### src/design/tclru_pkg.sv
`timescale 1ns / 1ps
// Package for the tile cache LRU tag store: slot count, entry layout,
// request and result types and the state encoding. No dependencies.
package tclru_pkg;

  localparam int NUM_SLOTS = 16;
  localparam int IDX_W     = (NUM_SLOTS > 1) ? $clog2(NUM_SLOTS) : 1;

  localparam int COORD_W = 21;
  localparam int ZOOM_W  = 5;
  localparam int TIME_W  = 32;
  localparam int SLOT_W  = 4;

  localparam int IN_DATA_W  = 88;
  localparam int OUT_DATA_W = 8;

  typedef enum logic {
    REQ_LOOKUP  = 1'b0,
    REQ_INSTALL = 1'b1
  } req_e;

  typedef enum logic [1:0] {
    S_IDLE,
    S_SCAN,
    S_DONE
  } state_e;

  typedef struct packed {
    logic [TIME_W-1:0]  last_used;
    logic [ZOOM_W-1:0]  zoom;
    logic [COORD_W-1:0] tile_y;
    logic [COORD_W-1:0] tile_x;
  } entry_t;

  localparam int ENTRY_W = $bits(entry_t);

  typedef struct packed {
    logic              slot_found;
    logic              hit;
    logic [SLOT_W-1:0] slot_index;
  } result_t;

  function automatic logic [SLOT_W-1:0] slot_to_port(input logic [IDX_W-1:0] idx);
    logic [31:0] wide;
    wide = 32'(idx);
    return wide[SLOT_W-1:0];
  endfunction

endpackage

### src/design/tclru_ram.sv
`timescale 1ns / 1ps
// Generic simple dual-port RAM with one write port and one registered read port.
// No dependencies.
module tclru_ram #(
  parameter int WIDTH = 8,
  parameter int DEPTH = 16,
  localparam int AW = (DEPTH > 1) ? $clog2(DEPTH) : 1
) (
  input  logic             clk_i,
  input  logic             we_i,
  input  logic [AW-1:0]    waddr_i,
  input  logic [WIDTH-1:0] wdata_i,
  input  logic [AW-1:0]    raddr_i,
  output logic [WIDTH-1:0] rdata_o
);

  logic [WIDTH-1:0] mem_q [DEPTH];
  logic [WIDTH-1:0] rdata_q;

  always_ff @(posedge clk_i) begin
    if (we_i) begin
      mem_q[waddr_i] <= wdata_i;
    end
    rdata_q <= mem_q[raddr_i];
  end

  assign rdata_o = rdata_q;

endmodule

### src/design/tile_cache_lru_lookup.sv
`timescale 1ns / 1ps
// Top level of the fully associative tile tag store with LRU victim choice.
// Depends on tclru_pkg and tclru_ram.
//
//   channel  dir  tdata fields (low bit first)                         tuser
//   s_axis   in   tile_x[20:0] tile_y[41:21] zoom_level[46:42]
//                 now_ms[78:47] install_slot[82:79] zero[87:83]          req_type
//   m_axis   out  hit[0] slot_found[1] slot_index[5:2] zero[7:6]         -
//
// An install writes the tag RAM on acceptance; its result waits in res_q for
// the output register. A lookup reads the tag RAM one slot per cycle
// through its single registered read port, and a hit writes the new time back.
// Reset clears the valid bits and control state; the tag RAM needs no clearing.
// The next item is accepted while the previous result waits on m_axis.
module tile_cache_lru_lookup (
  input  logic                               clk_i,
  input  logic                               rst_ni,
  input  logic                               s_axis_tvalid,
  output logic                               s_axis_tready,
  // tile_x, tile_y, zoom_level, now_ms, install_slot, zero padding
  input  logic [tclru_pkg::IN_DATA_W-1:0]    s_axis_tdata,
  // req_type
  input  logic                               s_axis_tuser,
  output logic                               m_axis_tvalid,
  input  logic                               m_axis_tready,
  // hit, slot_found, slot_index, zero padding
  output logic [tclru_pkg::OUT_DATA_W-1:0]   m_axis_tdata
);

  import tclru_pkg::*;

  state_e state_q, state_d;

  entry_t            in_entry;
  logic [SLOT_W-1:0] in_slot;
  logic [31:0]       in_slot_wide;
  logic              in_range;
  logic [IDX_W-1:0]  in_idx;
  logic              s_accept;
  req_e              in_req;

  logic [NUM_SLOTS-1:0] valid_q, valid_d;

  entry_t            req_q, req_d;
  logic [IDX_W-1:0]  chk_q, chk_d;
  logic              hit_q, hit_d;
  logic [IDX_W-1:0]  hit_idx_q, hit_idx_d;
  logic              emp_q, emp_d;
  logic [IDX_W-1:0]  emp_idx_q, emp_idx_d;
  logic              have_q, have_d;
  logic [IDX_W-1:0]  old_idx_q, old_idx_d;
  logic [TIME_W-1:0] oldest_q, oldest_d;

  result_t res_q, res_d;
  result_t out_q, out_d;
  logic    out_valid_q, out_valid_d;

  logic             ram_we;
  logic [IDX_W-1:0] ram_waddr;
  entry_t           ram_wdata;
  logic [IDX_W-1:0] ram_raddr;
  entry_t           ram_rdata;
  logic             scan_last;
  logic             slot_match;

  assign in_entry.tile_x    = s_axis_tdata[20:0];
  assign in_entry.tile_y    = s_axis_tdata[41:21];
  assign in_entry.zoom      = s_axis_tdata[46:42];
  assign in_entry.last_used = s_axis_tdata[78:47];
  assign in_slot            = s_axis_tdata[82:79];
  assign in_req             = req_e'(s_axis_tuser);

  assign in_slot_wide = 32'(in_slot);
  assign in_range     = in_slot_wide < 32'(NUM_SLOTS);
  assign in_idx       = in_slot_wide[IDX_W-1:0];

  assign s_axis_tready = (state_q == S_IDLE);
  assign s_accept      = s_axis_tvalid && s_axis_tready;

  assign scan_last  = (chk_q == IDX_W'(NUM_SLOTS - 1));
  assign slot_match = valid_q[chk_q] && (ram_rdata.tile_x == req_q.tile_x) &&
                      (ram_rdata.tile_y == req_q.tile_y) && (ram_rdata.zoom == req_q.zoom);

  tclru_ram #(
    .WIDTH (ENTRY_W),
    .DEPTH (NUM_SLOTS)
  ) u_tag_ram (
    .clk_i   (clk_i),
    .we_i    (ram_we),
    .waddr_i (ram_waddr),
    .wdata_i (ram_wdata),
    .raddr_i (ram_raddr),
    .rdata_o (ram_rdata)
  );

  always_comb begin
    state_d     = state_q;
    valid_d     = valid_q;
    req_d       = req_q;
    chk_d       = chk_q;
    hit_d       = hit_q;
    hit_idx_d   = hit_idx_q;
    emp_d       = emp_q;
    emp_idx_d   = emp_idx_q;
    have_d      = have_q;
    old_idx_d   = old_idx_q;
    oldest_d    = oldest_q;
    res_d       = res_q;
    out_d       = out_q;
    out_valid_d = out_valid_q;
    ram_we      = 1'b0;
    ram_waddr   = in_idx;
    ram_wdata   = in_entry;
    ram_raddr   = '0;

    if (m_axis_tready) begin
      out_valid_d = 1'b0;
    end

    unique case (state_q)
      S_IDLE: begin
        if (s_accept) begin
          if (in_req == REQ_INSTALL) begin
            res_d.hit = 1'b0;
            if (in_range) begin
              ram_we           = 1'b1;
              valid_d[in_idx]  = 1'b1;
              res_d.slot_found = 1'b1;
              res_d.slot_index = in_slot;
            end else begin
              res_d.slot_found = 1'b0;
              res_d.slot_index = '0;
            end
            state_d = S_DONE;
          end else begin
            req_d     = in_entry;
            chk_d     = '0;
            hit_d     = 1'b0;
            emp_d     = 1'b0;
            have_d    = 1'b0;
            hit_idx_d = '0;
            emp_idx_d = '0;
            old_idx_d = '0;
            oldest_d  = '1;
            state_d   = S_SCAN;
          end
        end
      end
      S_SCAN: begin
        ram_raddr = chk_q + IDX_W'(1);
        if (!hit_q && slot_match) begin
          hit_d     = 1'b1;
          hit_idx_d = chk_q;
        end
        if (!emp_q && !valid_q[chk_q]) begin
          emp_d     = 1'b1;
          emp_idx_d = chk_q;
        end
        if (ram_rdata.last_used < oldest_q) begin
          oldest_d  = ram_rdata.last_used;
          old_idx_d = chk_q;
          have_d    = 1'b1;
        end
        chk_d = chk_q + IDX_W'(1);
        if (scan_last) begin
          priority if (hit_d) begin
            ram_we    = 1'b1;
            ram_waddr = hit_idx_d;
            ram_wdata = req_q;
            res_d     = '{slot_found: 1'b1, hit: 1'b1, slot_index: slot_to_port(hit_idx_d)};
          end else if (emp_d) begin
            res_d = '{slot_found: 1'b1, hit: 1'b0, slot_index: slot_to_port(emp_idx_d)};
          end else if (have_d) begin
            res_d = '{slot_found: 1'b1, hit: 1'b0, slot_index: slot_to_port(old_idx_d)};
          end else begin
            res_d = '{slot_found: 1'b0, hit: 1'b0, slot_index: '0};
          end
          state_d = S_DONE;
        end
      end
      S_DONE: begin
        if (!out_valid_q || m_axis_tready) begin
          out_d       = res_q;
          out_valid_d = 1'b1;
          state_d     = S_IDLE;
        end
      end
      default: begin
        state_d = S_IDLE;
      end
    endcase
  end

  always_ff @(posedge clk_i or negedge rst_ni) begin
    if (!rst_ni) begin
      state_q     <= S_IDLE;
      valid_q     <= '0;
      out_valid_q <= 1'b0;
    end else begin
      state_q     <= state_d;
      valid_q     <= valid_d;
      out_valid_q <= out_valid_d;
    end
  end

  always_ff @(posedge clk_i) begin
    req_q     <= req_d;
    chk_q     <= chk_d;
    hit_q     <= hit_d;
    hit_idx_q <= hit_idx_d;
    emp_q     <= emp_d;
    emp_idx_q <= emp_idx_d;
    have_q    <= have_d;
    old_idx_q <= old_idx_d;
    oldest_q  <= oldest_d;
    res_q     <= res_d;
    out_q     <= out_d;
  end

  assign m_axis_tvalid = out_valid_q;
  assign m_axis_tdata  = {2'b00, out_q.slot_index, out_q.slot_found, out_q.hit};

  a_hit_has_slot: assert property (@(posedge clk_i) disable iff (!rst_ni)
    m_axis_tvalid && out_q.hit |-> out_q.slot_found)
    else $error("hit reported without a slot");

  a_no_slot_zero: assert property (@(posedge clk_i) disable iff (!rst_ni)
    m_axis_tvalid && !out_q.slot_found |-> (out_q.slot_index == '0))
    else $error("slot index set without a slot");

  a_write_source: assert property (@(posedge clk_i) disable iff (!rst_ni)
    ram_we |-> (s_accept && (in_req == REQ_INSTALL)) || ((state_q == S_SCAN) && scan_last))
    else $error("tag RAM written outside install or hit write-back");

  a_install_valid: assert property (@(posedge clk_i) disable iff (!rst_ni)
    s_accept && (in_req == REQ_INSTALL) && in_range |=> valid_q[$past(in_idx)])
    else $error("installed slot not marked valid");

  a_done_next: assert property (@(posedge clk_i) disable iff (!rst_ni)
    (state_q == S_SCAN) && scan_last |=> (state_q == S_DONE))
    else $error("scan did not finish after the last slot");

endmodule

### config.mk
export PLATFORM = sky130hd
export DESIGN_NAME = tile_cache_lru_lookup
export DESIGN_NICKNAME = d
export VERILOG_FILES = /design/src/design/tclru_pkg.sv /design/src/design/tclru_ram.sv /design/src/design/tile_cache_lru_lookup.sv
export SDC_FILE = /design/constraint.sdc
export NUM_CORES = 1
export LEC_CHECK = 0
export BUFFER_PORTS_ARGS = -buffer_cell sky130_fd_sc_hd__buf_4
export CAP_MARGIN = 40
export CORE_MARGIN = 8
export CORE_UTILIZATION = 32
export CTS_CLUSTER_SIZE = 12
export DETAILED_ROUTE_END_ITERATION = 6
export PLACE_DENSITY = 0.55
export RECOVER_POWER = 100
export SLEW_MARGIN = 30
export SYNTH_ARGS = -nofsm -noshare
export SYNTH_HDL_FRONTEND = slang
export SYNTH_SLANG_ARGS = --single-unit
### constraint.sdc
create_clock -name clk_i -period 6.2 [get_ports clk_i]
set_input_delay 0.62 -clock clk_i [delete_from_list [all_inputs] [get_ports clk_i]]
set_output_delay 0.62 -clock clk_i [all_outputs]
set_load 0.01 [all_outputs]
==> results by group <==
Synth
  – Number of synthesized flops with an enable pin: 1406
  – Synth top cells by count: edfxtp_1, nand2_1, mux2i_1, clkbuf_1, a311oi_1
  – Syn Std Cell Area: 59140 um2
  – Avg Inst Size Synth: about 17 um2
  – Library cells used by synthesis: 56
  – Post-synth top flop: edfxtp_1
  – Post-Synthesis Cells: 3521
  – Synth top area share: 71.39%
  – Synth top area cells: edfxtp_1, mux2i_1, mux4_2
  – Asr flop ratio synth: under 10%
  – Synthesis-stage register bit count: roughly 1500
  – Top-count cell post-synth: edfxtp_1
  – Sequential element share of the synthesized area: 74.87%
  – Leading area contributor after synthesis: edfxtp_1
  – Synth warn: 0

Place
  – Setup WS pre-CTS: 1.367 ns
  – IO buf count: 95
  – Global placer's final weighted congestion: 0.7236
  – Placed Area: approximately 64000 um2
  – # placed instances: roughly 6000
  – DPL Wire Length: between 70000 and 80000 um

Setup path
  – Worst-path maximum fanout: 42
  – Arr. time, crit path: 5.81 ns
  – Crit Path Category: reg -> reg
  – Req. time, crit path: 6.58 ns
  – Worst setup EP type: flop
  – Reg2Reg Setup Slack: 0.78 ns
  – CP Launch Type: flop

Clocking
  – CTS sink count: 1504
  – CTS tree: built
  – Htree depth: 4
  – Clock Path Buffers: 3
  – Clk_lat worst skew: 0.79 ns
  – CTS clock-pin slew for the worst setup and hold paths: about 0.06 ns
  – # Post-CTS Setup Buffers: 0
  – Cts repair resizes: 0
  – Num CTS Buffers: between 150 and 200
  – CTS root buffer: clkbuf_16

Power and ir drop
  – Leak pwr: ~22 nW
  – VDD IR max: 0.0004239 V
  – PwrDens: 438.0 nW/um2

Timing
  – Setup repair after global routing missed its margin: false
  – Clock skew: 0.03938 ns
  – Final Cycle Share: 87.50%
  – Max Clock Freq: about 0.18 GHz
  – Setup ws final: roughly 0.78 ns
  – Hold slack: 0.1284 ns
  – Pins over their slew limit: 410
  – Slew HR: -101.0%
  – Final Hold Viols: 0
  – Worst-margin pin slew: 3.015 ns
  – Setup violations, final: 0
  – Tmin final: 5.425 ns

Die
  – Number of core rows: roughly 160
  – Die Height: 445.9 um
  – Io pins: 103
  – Area of the die: 198800 um2
  – Initial Utilization: between 30% and 40%
  – Die W: between 400 and 500 um
  – Area of the core: roughly 180000 um2

Routing
  – Drt first pass iters: 5
  – Remaining DRCs: 0
  – Final ANT Viol Nets: 0
  – Drt via density: 4.921
  – 1st-iter DRT viols: 2690
  – DR vias: 30938
  – Routed length per instance: 22.86 um
  – WL final: 143700 um

Global routing
  – Total track usage: around 14%
  – Initial antenna violation count: 11
  – Vias in the first global route: between 30000 and 40000
  – First-pass GRT wire length: 211300 um
  – Largest net degree at the start of global routing: approximately 160
  – Overflow after GRT: 0
  – Routing usage on met2: 23.43%
  – Met3 usage: 2.171%
  – GRT busiest layer: met2
  – Met1 GRT Util: around 19%

Final layout
  – Synth-to-Final Area Change: 15.76%
  – Fin util: 37.35%
  – Nets: 3821
  – Layout Cells excl Fill: about 6300
  – Layout cells sized above 1: between 10% and 20%
  – Post-Layout Inst Area: 68460 um2

Status
  – Status: complete, but fails checks
  – Failing checks: max-capacitance violations, max-slew violations

Min path
  – Hold Path Class: in -> reg

Flow run
  – Max-capacitance violation count: 10
==> logic make-up (layout without fill, tap and decap cells) <==
kind of cell / after synthesis / count (layout) / synth area share, %
buf+inv: 260 / 559 / 1.779
flops: 1504 / 1504 / 74.87
fa+ha+maj: 32 / 32 / 0.6770
simple gates: 707 / 707 / 5.659
mux: 492 / 492 / 10.33
compound gates: 476 / 476 / 5.949
other cells: 1 / 4 / 0.006341
xor+xnor: 49 / 49 / 0.7257
==> stage by stage <==
stage,power [mW],TNS [ns]
after floorplan,18.57,-255.84
after global placement,21.24,0
after detailed placement,21.48,0
after CTS,30.43,0
after global routing,31.49,0
final,29.99,0
==> repair_timing <==
item | in CTS | in global routing
setup endpoints to repair | 0 | 0
hold buffers | 56 | 0
hold endpoints to repair | 75 | 0
==> layer usage <==
metal	routed length (um)	up-vias
li1	-	14131
met2	69870	713
met4	3187	0
met3	6440	183
met5	0	-
met1	64240	15911
==> path summary, 6_finish.rpt <==
| kind | from | to | depth (start not counted) |
|---|---|---|---|
| setup / recovery | chk_q[0] | u_tag_ram.mem_q[10][55] | 9 |
| hold / removal | s_axis_tdata[52] | req_q[52] | 1 |
| setup reg to reg | chk_q[0] | u_tag_ram.mem_q[10][55] | 9 |
| hold reg to reg | res_q[5] | m_axis_tdata[1] | 0 |
| max in group asynchronous | rst_ni | valid_q[1] | 2 |
| min in group asynchronous | rst_ni | m_axis_tvalid | 2 |
==> placed cells by master, fill, tap and decap left out, drive strengths merged, types with 2 or more instances in the layout <==
cell type    instances
a211oi             161
a21o                10
a21oi              101
a311oi             162
a31o                 4
and4                 3
buf                 78
bufinv               5
clkbuf             342
clkinv              30
conb                 2
dfrtp               19
dfxtp               79
diode                2
dlygate4sd3         56
edfxtp            1406
ha                  32
inv                 47
mux2                82
mux2i              326
mux4                84
nand2              340
nand2b               7
nand3               11
nand4               14
nor2                50
nor2b              160
nor3                82
nor4                 3
o21ai               12
o21bai              14
or2                 33
xnor2               48
==> flip-flops by register name, indices dropped and copies added (netlist names) <==
name	count
chk_q	4
emp_idx_q	4
emp_q	1
have_q	1
hit_idx_q	4
hit_q	1
m_axis_tdata	6
m_axis_tvalid	1
old_idx_q	4
oldest_q	32
req_q	79
res_q	6
state_q	2
u_tag_ram.mem_q	1264
u_tag_ram.rdata_o	79
valid_q	16
==> worst max-delay path, stage by stage (launching register included) <==
cell and delay (ns):
edfxtp_1 0.70, mux4_2 0.59, mux4_2 0.59, a41oi_1 0.66, nand3b_1 0.40, buf_4 0.51, mux2_2 0.27, nand2_1 0.11
nor2_1 0.25, clkbuf_4 0.87
==> power breakdown <==
part	switching [mW]	internal (mW)
registers	0.326	12.0
clock network	3.88	5.01
logic	5.43	3.36
total	9.64	20.3
==> cell type report <==
cell class	count	area (um2)
diodes	2	5.005
clock buffers	240	4277
repair buffers	236	2256
well taps	2464	3083
multi-input cells	1758	13850
clock inverters	41	539.3
inverters	42	173.9
fillers	16906	114800
flip-flops and latches	1504	44280
Power figures use the tool's default switching activity.
